**src/hw/rtl/int_to_base_ascii_top_assert.svh**
```systemverilog
// Assertion macros shared by the RTL of the integer to ASCII converter.
`ifndef INT_TO_BASE_ASCII_TOP_ASSERT_SVH
`define INT_TO_BASE_ASCII_TOP_ASSERT_SVH

// Consequent must hold in the same cycle as the antecedent.
`define ITBA_ASSERT_SAME(label, ante, cons, msg) \
    label: assert property (@(posedge aclk) disable iff (!aresetn) \
        (ante) |-> (cons)) else $error(msg);

// Consequent must hold in the cycle after the antecedent.
`define ITBA_ASSERT_NEXT(label, ante, cons, msg) \
    label: assert property (@(posedge aclk) disable iff (!aresetn) \
        (ante) |=> (cons)) else $error(msg);

`endif

```
**src/hw/rtl/itba_pkg.sv**
```systemverilog
package itba_pkg;

    localparam int RADIX_W = 6;
    localparam logic [RADIX_W-1:0] RADIX_MIN   = 6'd2;
    localparam logic [RADIX_W-1:0] RADIX_MAX   = 6'd36;
    localparam logic [RADIX_W-1:0] RADIX_RESET = 6'd10;

    localparam int CHAR_W = 7;
    localparam logic [CHAR_W-1:0] CHAR_ZERO  = 7'h30;
    localparam logic [CHAR_W-1:0] CHAR_NINE  = 7'h39;
    localparam logic [CHAR_W-1:0] CHAR_A     = 7'h41;
    localparam logic [CHAR_W-1:0] CHAR_Z     = 7'h5A;
    localparam logic [CHAR_W-1:0] CHAR_MINUS = 7'h2D;

    localparam logic [RADIX_W-1:0] DIGIT_MAX = 6'd9;
    localparam logic [CHAR_W-1:0]  DIGIT_TEN = 7'd10;

    // Quotient bits resolved per divider cycle.
    localparam int DIV_STEP = 4;

    typedef struct packed {
        logic load;
        logic div_step;
        logic rd_issue;
        logic out_sign;
        logic out_digit;
    } itba_cmd_t;

    typedef struct packed {
        logic neg;
        logic div_last;
        logic quot_zero;
        logic stack_empty;
    } itba_status_t;

    function automatic logic [CHAR_W-1:0] digit_char(input logic [RADIX_W-1:0] d);
        logic [CHAR_W-1:0] dw;
        dw = {1'b0, d};
        if (d <= DIGIT_MAX) begin
            return CHAR_ZERO + dw;
        end
        return CHAR_A + (dw - DIGIT_TEN);
    endfunction

endpackage

```
**src/hw/rtl/itba_ctrl.sv**
```systemverilog
module itba_ctrl
    import itba_pkg::*;
(
    input  logic         aclk,
    input  logic         aresetn,
    input  logic         s_tvalid,
    output logic         s_tready,
    output logic         m_tvalid,
    input  logic         m_tready,
    input  itba_status_t status,
    output itba_cmd_t    cmd
);

    typedef enum logic [2:0] {
        S_IDLE,
        S_DIV,
        S_CHECK,
        S_SIGN,
        S_READ,
        S_SHOW
    } state_t;

    state_t state_reg, state_next;
    logic   m_tvalid_reg, m_tvalid_next;
    logic   out_free;

    // The output register may be loaded when empty or being drained.
    assign out_free = !m_tvalid_reg || m_tready;

    always_comb begin
        cmd        = '0;
        state_next = state_reg;
        unique case (state_reg)
            S_IDLE: begin
                if (s_tvalid) begin
                    cmd.load   = 1'b1;
                    state_next = S_DIV;
                end
            end
            S_DIV: begin
                cmd.div_step = 1'b1;
                if (status.div_last) begin
                    state_next = S_CHECK;
                end
            end
            S_CHECK: begin
                if (!status.quot_zero) begin
                    state_next = S_DIV;
                end else if (status.neg) begin
                    state_next = S_SIGN;
                end else begin
                    state_next = S_READ;
                end
            end
            S_SIGN: begin
                if (out_free) begin
                    cmd.out_sign = 1'b1;
                    state_next   = S_READ;
                end
            end
            S_READ: begin
                cmd.rd_issue = 1'b1;
                state_next   = S_SHOW;
            end
            S_SHOW: begin
                if (out_free) begin
                    cmd.out_digit = 1'b1;
                    state_next    = status.stack_empty ? S_IDLE : S_READ;
                end
            end
            default: begin
                state_next = S_IDLE;
            end
        endcase
    end

    always_comb begin
        if (cmd.out_sign || cmd.out_digit) begin
            m_tvalid_next = 1'b1;
        end else if (m_tready) begin
            m_tvalid_next = 1'b0;
        end else begin
            m_tvalid_next = m_tvalid_reg;
        end
    end

    always_ff @(posedge aclk) begin
        if (!aresetn) begin
            state_reg    <= S_IDLE;
            m_tvalid_reg <= 1'b0;
        end else begin
            state_reg    <= state_next;
            m_tvalid_reg <= m_tvalid_next;
        end
    end

    assign s_tready = (state_reg == S_IDLE);
    assign m_tvalid = m_tvalid_reg;

endmodule

```
**src/hw/rtl/itba_dp.sv**
```systemverilog
module itba_dp
    import itba_pkg::*;
#(
    parameter int VALUE_WIDTH = 32
) (
    input  logic                   aclk,
    input  logic                   aresetn,
    input  logic                   cfg_valid,
    input  logic [RADIX_W-1:0]     cfg_data,
    input  logic [VALUE_WIDTH-1:0] in_value,
    input  itba_cmd_t              cmd,
    output itba_status_t           status,
    output logic [CHAR_W-1:0]      out_char,
    output logic                   out_last
);

    localparam int DIV_W = ((VALUE_WIDTH + DIV_STEP - 1) / DIV_STEP) * DIV_STEP;
    localparam int ITERS = DIV_W / DIV_STEP;
    localparam int IW    = $clog2(ITERS);
    localparam int CW    = $clog2(VALUE_WIDTH + 1);
    localparam int AW    = $clog2(VALUE_WIDTH);

    logic [RADIX_W-1:0]     radix_reg;
    logic [DIV_W-1:0]       mag_reg;
    logic [RADIX_W-1:0]     rem_reg;
    logic [IW-1:0]          iter_reg;
    logic [CW-1:0]          cnt_reg;
    logic                   neg_reg;
    logic [RADIX_W-1:0]     rd_data_reg;
    logic [CHAR_W-1:0]      char_reg;
    logic                   last_reg;
    logic [RADIX_W-1:0]     digit_mem [VALUE_WIDTH];

    logic [VALUE_WIDTH-1:0] mag_abs;
    logic [DIV_W-1:0]       step_mag;
    logic [RADIX_W-1:0]     step_rem;
    logic                   iter_last;
    logic [CW-1:0]          cnt_dec;
    logic [AW-1:0]          wr_addr;
    logic [AW-1:0]          rd_addr;

    assign mag_abs   = in_value[VALUE_WIDTH-1] ? (~in_value + VALUE_WIDTH'(1)) : in_value;
    assign iter_last = (iter_reg == IW'(ITERS - 1));
    assign cnt_dec   = cnt_reg - CW'(1);
    assign wr_addr   = cnt_reg[AW-1:0];
    assign rd_addr   = cnt_dec[AW-1:0];

    // Restoring division, several quotient bits per cycle. Dividend bits
    // leave the top of mag_reg while quotient bits enter at the bottom.
    always_comb begin
        logic [RADIX_W:0] wide;
        step_rem = rem_reg;
        step_mag = mag_reg;
        for (int i = 0; i < DIV_STEP; i++) begin
            wide     = {step_rem, step_mag[DIV_W-1]};
            step_mag = {step_mag[DIV_W-2:0], 1'b0};
            if (wide >= {1'b0, radix_reg}) begin
                wide        = wide - {1'b0, radix_reg};
                step_mag[0] = 1'b1;
            end
            step_rem = wide[RADIX_W-1:0];
        end
    end

    always_ff @(posedge aclk) begin
        if (!aresetn) begin
            radix_reg <= RADIX_RESET;
            iter_reg  <= '0;
            cnt_reg   <= '0;
        end else begin
            if (cfg_valid) begin
                if (cfg_data < RADIX_MIN) begin
                    radix_reg <= RADIX_MIN;
                end else if (cfg_data > RADIX_MAX) begin
                    radix_reg <= RADIX_MAX;
                end else begin
                    radix_reg <= cfg_data;
                end
            end
            if (cmd.load) begin
                iter_reg <= '0;
                cnt_reg  <= '0;
            end else if (cmd.div_step) begin
                iter_reg <= iter_last ? '0 : iter_reg + IW'(1);
                if (iter_last) begin
                    cnt_reg <= cnt_reg + CW'(1);
                end
            end else if (cmd.rd_issue) begin
                cnt_reg <= cnt_dec;
            end
        end
    end

    always_ff @(posedge aclk) begin
        if (cmd.load) begin
            mag_reg <= DIV_W'(mag_abs);
            rem_reg <= '0;
            neg_reg <= in_value[VALUE_WIDTH-1];
        end else if (cmd.div_step) begin
            mag_reg <= step_mag;
            rem_reg <= iter_last ? '0 : step_rem;
        end
        if (cmd.out_sign) begin
            char_reg <= CHAR_MINUS;
            last_reg <= 1'b0;
        end else if (cmd.out_digit) begin
            char_reg <= digit_char(rd_data_reg);
            last_reg <= (cnt_reg == '0);
        end
    end

    // Digit stack: written least significant digit first, read back in reverse.
    always_ff @(posedge aclk) begin
        if (cmd.div_step && iter_last) begin
            digit_mem[wr_addr] <= step_rem;
        end
        if (cmd.rd_issue) begin
            rd_data_reg <= digit_mem[rd_addr];
        end
    end

    assign status.neg         = neg_reg;
    assign status.div_last    = iter_last;
    assign status.quot_zero   = (mag_reg == '0);
    assign status.stack_empty = (cnt_reg == '0);

    assign out_char = char_reg;
    assign out_last = last_reg;

endmodule

```
**src/hw/rtl/int_to_base_ascii_top.sv**
```systemverilog
// The block converts one value at a time. The shared divider resolves four quotient bits
// a cycle and pushes each digit, least significant first, onto the digit stack; the
// controller then reads the stack back into the output register, most significant digit
// first. For a negative value the sign leads, ahead of the first digit.
// Reset (aresetn low at a clock edge, synchronous) empties the block and sets the radix to 10.
// The next input is taken while the last character still waits in the output register.

`include "int_to_base_ascii_top_assert.svh"

module int_to_base_ascii_top
    import itba_pkg::*;
#(
    parameter int VALUE_WIDTH = 32
) (
    input  logic                                aclk,
    input  logic                                aresetn,

    // Radix register write channel; always ready.
    input  logic                                cfg_valid,
    output logic                                cfg_ready,
    input  logic [RADIX_W-1:0]                  cfg_data,   // radix, saturated to 2..36

    // Input stream of signed integers.
    input  logic                                s_tvalid,
    output logic                                s_tready,
    input  logic [((VALUE_WIDTH+7)/8)*8-1:0]    s_tdata,    // value (signed), zero fill above

    // Output stream of ASCII characters, one character per transfer.
    output logic                                m_tvalid,
    input  logic                                m_tready,
    output logic [7:0]                          m_tdata,    // character [6:0], zero bit [7]
    output logic                                m_tlast     // final character of the string
);

    itba_cmd_t         cmd;
    itba_status_t      status;
    logic [CHAR_W-1:0] out_char;

    // Helper terms for the checks at the end of the module.
    logic              in_xfer;
    logic              out_is_sign;
    logic              out_is_legal;

    // The radix register accepts a transfer in every cycle.
    assign cfg_ready = 1'b1;

    // The controller sequences loading, division per digit, the optional
    // sign and the readback of the digit stack into the output register.
    itba_ctrl u_ctrl (
        .aclk     (aclk),
        .aresetn  (aresetn),
        .s_tvalid (s_tvalid),
        .s_tready (s_tready),
        .m_tvalid (m_tvalid),
        .m_tready (m_tready),
        .status   (status),
        .cmd      (cmd)
    );

    // The datapath holds the radix, the magnitude divider, the digit
    // stack and the output payload register.
    itba_dp #(
        .VALUE_WIDTH (VALUE_WIDTH)
    ) u_dp (
        .aclk      (aclk),
        .aresetn   (aresetn),
        .cfg_valid (cfg_valid),
        .cfg_data  (cfg_data),
        .in_value  (s_tdata[VALUE_WIDTH-1:0]),
        .cmd       (cmd),
        .status    (status),
        .out_char  (out_char),
        .out_last  (m_tlast)
    );

    assign m_tdata = {1'b0, out_char};

    assign in_xfer      = s_tvalid && s_tready;
    assign out_is_sign  = m_tvalid && (out_char == CHAR_MINUS);
    assign out_is_legal = ((out_char >= CHAR_ZERO) && (out_char <= CHAR_NINE)) ||
                          ((out_char >= CHAR_A) && (out_char <= CHAR_Z)) ||
                          (out_char == CHAR_MINUS);

    // The sign is never the final character of a string.
    `ITBA_ASSERT_SAME(a_sign_not_last, out_is_sign, !m_tlast, "sign marked last")

    // Every character shown is a digit, a capital letter or the sign.
    `ITBA_ASSERT_SAME(a_char_legal, m_tvalid, out_is_legal, "illegal character")

    // A new value starts with division, so no character appears right after its transfer.
    `ITBA_ASSERT_NEXT(a_no_early_out, in_xfer, !$rose(m_tvalid) && !s_tready, "output too early")

endmodule
```
**config.mk**
```make
export PLATFORM = sky130hd
export DESIGN_NAME = int_to_base_ascii_top
export DESIGN_NICKNAME = d
export VERILOG_FILES = /design/src/hw/rtl/itba_pkg.sv /design/src/hw/rtl/itba_ctrl.sv /design/src/hw/rtl/itba_dp.sv /design/src/hw/rtl/int_to_base_ascii_top.sv
export VERILOG_INCLUDE_DIRS = /design/src /design/src/hw/rtl
export SDC_FILE = /design/constraint.sdc
export NUM_CORES = 1
export LEC_CHECK = 0
export ABC_AREA = 1
export BUFFER_PORTS_ARGS = -buffer_cell sky130_fd_sc_hd__buf_2
export CAP_MARGIN = 20
export CORE_MARGIN = 1.5
export CORE_UTILIZATION = 48
export CTS_BUF_LIST = sky130_fd_sc_hd__clkbuf_16
export DETAILED_ROUTE_END_ITERATION = 16
export GPL_ROUTABILITY_DRIVEN = 1
export PLACE_DENSITY = 0.67
export REMOVE_ABC_BUFFERS = 1
export SYNTH_ARGS = -nofsm -noshare
export SYNTH_HDL_FRONTEND = slang
export SYNTH_HIERARCHICAL = 1
export SYNTH_SLANG_ARGS = --single-unit
```
**constraint.sdc**
```tcl
create_clock -name aclk -period 6.45 [get_ports aclk]
set_input_delay 0.645 -clock aclk [delete_from_list [all_inputs] [get_ports aclk]]
set_output_delay 0.645 -clock aclk [all_outputs]
set_load 0.05 [all_outputs]
```
Word level (Yosys, flattened, before mapping)
Memory sizes are Yosys's and may differ from the RTL's. A register that Yosys moved wholly into a read port is not among the register bits.
Index checks and enable logic that the tools add are counted.
- add/sub/neg operators: 11
- magnitude comparators: 7
- equal/unequal tests: 11
- muxes and demuxes: 42
- bitwise gates (word level): 2
- reductions and logical operators: 13
- operator list (operator ; count):
    $mux 32 ; 3
    $mux 6 ; 10
    $add 32x1->32 const B ; 1
    $logic_not 32->1 ; 1
    $not 32->32 ; 1
    $ge 7x6->1 ; 4
    $mux 3 ; 8
    $sub 6x6->6 ; 4
    $mux 1 ; 18
    $pmux 3 s6 ; 1
    $mux 7 ; 2
    $eq 3x3->1 const B ; 3
    $add 6x6->7 const A ; 1
    $add 7x7->7 const A ; 1
    $sub 6x4->7 const B ; 1
    $add 6x1->6 const B ; 1
    $eq 3x2->1 const B ; 2
    $gt 6x6->1 const B ; 1
    $le 6x4->1 const B ; 1
    $logic_not 6->1 ; 1
    $lt 6x2->1 const B ; 1
    $ne 2x1->1 const B ; 3
    $reduce_bool 2->1 ; 3
    $sub 6x1->6 const B ; 1
    11 further kinds ; 13
- register bits: 66
- RAM bits: 192
- output and inout bits: 12
- memories kept: 1
- memory list (name ; depth ; width ; rd ports ; clocked after Yosys merged registers in ; wr ports ; RTL line ; RTL):
    u_dp.digit_mem ; 32 ; 6 ; 1 ; 1 ; 1 ; itba_dp.sv:32 ; logic [RADIX_W-1:0] digit_mem [VALUE_WIDTH];

Depth between registers and ports, before layout
- depth after elaboration: 10
- mapped depth: 45
- mapped depth without buffers: 45

By module
Netlist, hierarchy kept.
- by module, submodules not included (module ; instances ; cells each ; area an instance (µm²) ; seq. area each (µm²)):
    itba_dp ; 1 ; 1252 ; 12864.8 ; 7517.2
    itba_ctrl ; 1 ; 60 ; 339.1 ; 80.1
    int_to_base_ascii_top ; 1 ; 4 ; 22.5 ; 0.0

Worst setup path before layout
Ideal clock, no wire load.
- kind: flip-flop to flip-flop
- start: register u_dp.radix_reg[1]
- end: memory u_dp.digit_mem[0][1], data pin
- arrival time: 5.894 ns
- slack: 0.212 ns
- stages on the path, launching flop included: 39
- path buffers: 0
- period minus slack after synthesis: 6.238 ns
- cell sequence: dfxtp_1 inv_1 ha_1 nand3_1 nand2_1 or2_2 nand3_1 nand2_1 ha_1 a21oi_1 nand2_1 nor2_1 nand2_1 nand2_1 nand3_4 o21ai_0 inv_1 ha_1 [3 not listed] nor2_1 nor2_1 nand2_1 nor2_4 nand2_1 nand2_1 inv_1 ha_1 a21oi_1 nand2_1 nand2_1 nand2_1 a21o_1 a21boi_1 inv_1 nor2_4 nand3_1 and2_1
- longest elaborated chain between the ends: 8
- ends and longest elaborated chain (item ; RTL line ; RTL):
    start: declaration ; itba_dp.sv:23 ; logic [RADIX_W-1:0] radix_reg;
    start signal: assignment ; itba_dp.sv:77 ; radix_reg <= cfg_data;
    $sub 6x6->6 or $ge 7x6->1 (tied branches) ; itba_dp.sv:58, itba_dp.sv:57 ;
    $mux 6 ; itba_dp.sv:57 ; if (wide >= {1'b0, radix_reg}) begin
    $sub 6x6->6 or $ge 7x6->1 (tied branches) ; itba_dp.sv:58, itba_dp.sv:57 ;
    $mux 6 ; itba_dp.sv:57 ;
    $ge 7x6->1 or $sub 6x6->6 (tied branches) ; itba_dp.sv:57, itba_dp.sv:58 ;
    $mux 6 ; itba_dp.sv:57 ;
    $sub 6x6->6 or $ge 7x6->1 (tied branches) ; itba_dp.sv:58, itba_dp.sv:57 ;
    $mux 6 * ; itba_dp.sv:57 ;
    via u_dp.step_rem[1] ; itba_dp.sv:36 ; logic [RADIX_W-1:0] step_rem;
    end: declaration ; itba_dp.sv:32 ;
The timed path passes the listed nets; every way through them passes the cells marked *.

Worst setup path in the final report
- start: register u_dp.radix_reg[5]
- end: memory u_dp.digit_mem[27][3], data pin
- longest elaborated chain between the ends: 8
- ends and longest elaborated chain (item ; RTL line):
    $sub 6x6->6 or $ge 7x6->1 (tied branches) ; itba_dp.sv:58, itba_dp.sv:57
    $mux 6 ; itba_dp.sv:57
    $ge 7x6->1 or $sub 6x6->6 (tied branches) ; itba_dp.sv:57, itba_dp.sv:58
    $mux 6 ; itba_dp.sv:57
    $sub 6x6->6 or $ge 7x6->1 (tied branches) ; itba_dp.sv:58, itba_dp.sv:57
    $mux 6 ; itba_dp.sv:57
    $sub 6x6->6 or $ge 7x6->1 (tied branches) ; itba_dp.sv:58, itba_dp.sv:57
    $mux 6 * ; itba_dp.sv:57
    via u_dp.step_rem[3] ; itba_dp.sv:36
Marks and branches as above.

==> flow_summary_export.csv <==
group,metric,value,unit
critical_path,critPathKind,"reg -> reg",
sta,tightest_slew,0.875,ns
critical_path,crit_top_cell,"nand2_1",
die,num_rows,60,
cts,htreeDepth,1,
sta,setup_viol,0,
placement,dp_cells,1680,
cts,cts.sinks,264,
sta,post-route-period-util,0.942,
detailed_routing,drt_iter0_markers,801,
die,die-area,0.0286,mm²
critical_path,required,6.72,ns
critical_path,critPathLaunchType,"register",
yosys,synthTopCellsByArea,"edfxtp_1 (52%), nor2_1 (6.0%), nand2_1 (5.1%)",
critical_path,worst_path_max_delay_cell,"ha_1",
finish,fin_util,0.555,
yosys,avgSynthCellArea,10.1,µm²
yosys,synth.distinct_cells,51,
finish,area_growth,13.3,%
sta,hold_viol,0,
grt,antenna_found_initial,0,
die,coreArea,0.0270,mm²
yosys,netlist_area,0.0132,mm²
yosys,seq_area_frac_synth,0.574,
yosys,netlist.area_leader.share,0.524,
cts,clock-root-buffer,"clkbuf_16",
grt,grtUsageTotal,0.215,
hold_path,hold_path_startpoint,"aresetn",
yosys,yosys_warnings,6,
finish,largest_reg_flops,192,
cts,cts_tree,"built",
sta,skew,0.0144,ns
hold_path,holdPathStages,2,
finish,area.sequential,0.00760,mm²
detailed_routing,ant_nets,0,
grt,grt_pass1_vias,9397,
critical_path,worstSetupEndpointType,"register",
critical_path,crit_arrival,6.34,ns
critical_path,crit_fanout,32,
grt,grt_max_degree,64,
yosys,synthCells,1316,
finish,multi_input_area,0.00507,mm²
flow_run,maxCapViolCount,0,
die,die_x,169,µm
critical_path,worst-r2r-cell-count,37,
die,die_h,169,µm
detailed_routing,totalWireLength,30700,µm
finish,antenna_cells,0,
hold_path,hold_class,"in -> reg",
cts,path_clk_slew,0.06,ns
sta,final.min_clock_period,6.08,ns
run_status,status,"finished, final reports clean",
yosys,ys_ff_latch,264,
grt,grt_pass1_wl,48800,µm
sta,maxSlewViolCount,0,
cts,clock_latency,0.54,ns
detailed_routing,wire_per_inst,17.7,µm
hold_path,hold_end,"u_dp/radix_reg[1]",
detailed_routing,vias,9776,
critical_path,r2r_slack,0.37,ns
sta,whs,0.361,ns
grt,grt-ovfl-total,0,
critical_path,startpoint,"u_dp/radix_reg[5]",
cts,numCtsBuffers,28,
finish,drive_above_1_share,0.132,
yosys,yosysTopAreaCell,"edfxtp_1",
detailed_routing,viasPerCell,5.62,
finish,fin_nets,1458,
critical_path,cp_slowest_stage_delay,0.36,ns
sta,fmax,165,MHz
detailed_routing,drc,0,
sta,relSlewSlack,0.413,
placement,place.gp.congestion,0.938,
finish,n_fill_cell,2391,
die,io_pins,55,
cts,max-clock-path-buffers,3,
critical_path,timing.rr.start,"u_dp/radix_reg[5]",
die,start_util,0.489,
placement,dp.final_hpwl,20900,µm
critical_path,r2r-end,"u_dp/digit_mem[27][3]",
finish,layoutNonFillerInstCount,1738,
detailed_routing,first_pass_iters,6,
placement,port_buffers,52,
routing by layer:
metal,part of all wire,track usage
met1,0.43,0.280
met2,0.48,0.373
met3,0.051,0.0255
met4,0.032,0.0731
met5,0,0
critical path: cells and delay by family (launching register included):
kind,cells,cell delay [ns]
flops,1,0.34
simple gates,19,2.08
fa+ha+maj,4,1.30
buf+inv,7,0.74
compound gates,7,1.30
cell usage in the layout, fill, tap and decap left out, types with 28 or more instances in the layout:
cell         n
edfxtp_1   231
dfxtp_1     32
nand3_1     48
o32ai_1     29
ha_1        30
buf_2       52
o21ai_0    120
nor2_1     211
xor2_1      30
nand2_1    175
a21oi_1     37
buf_4       28
clkbuf_16   29
inv_1      113
cell type report:
type | count | area share
clock buffer | 29 | 0.0484
clock inverter | 23 | 0.0121
inverter | 113 | 0.0284
multi-input combinational | 882 | 0.338
sequential | 264 | 0.507
tap | 341 | 0.0285
timing repair buffer | 86 | 0.0376
timing repair:
action	in CTS	in global routing
endpoints found under the setup margin	133	199
hold buffers	0	0
gates resized for setup	3	24
pin swaps	0	6
setup buffers	0	5
gates cloned	0	1
cells in the mapped netlist, drive strengths merged:
cell type,n
a21o,2
clkbuf,43
o211ai,19
xor2,30
o31ai,2
o221ai,19
mux2i,19
ha,36
edfxtp,231
nand2,188
conb,2
and2,5
inv,111
or3,1
o41ai,1
fa,4
or2,8
nand4,13
nand3b,2
a21oi,42
clkinv,2
dfxtp,33
nand3,56
nor2,221
buf,15
nor3,12
o32ai,29
a31oi,16
a31o,1
a21boi,1
nor4,10
o21ai,128
a211oi,1
o22ai,1
xnor2,12
kinds of logic (layout without fill, tap and decap cells):
logic type | after synthesis | in the layout | synth area share
buf+inv | 171 | 251 | 0.0509
fa+ha+maj | 40 | 40 | 0.0401
flops | 264 | 264 | 0.574
mux | 19 | 19 | 0.0144
other cells | 2 | 2 | 0.000568
xor+xnor | 42 | 42 | 0.0278
simple gates | 516 | 517 | 0.171
compound gates | 262 | 262 | 0.121
worst max path at each step:
stage | end | depth (start not counted)
floorplan | u_dp/digit_mem[0][1] | 38
global placement | u_dp/digit_mem[27][5] | 39
detailed placement | u_dp/digit_mem[4][0] | 42
CTS | u_dp/digit_mem[27][0] | 40
global route | u_dp/digit_mem[27][0] | 41
finish | u_dp/digit_mem[27][3] | 37
metrics by stage:
| stage | setup slack (ns) | area (µm²) | setup TNS (ns) |
|---|---|---|---|
| finish | 0.371 | 15000 | 0 |
| global route | -0.0572 | 15000 | -5.63 |
| CTS | 0.0653 | 14800 | 0 |
| detailed placement | -0.0102 | 13900 | -0.225 |
| global placement | 0.160 | 13900 | 0 |
| floorplan | 0.212 | 13000 | 0 |
Power is not shown: default switching activity piles up to over one toggle a cycle in this logic, so the estimate is an artifact.
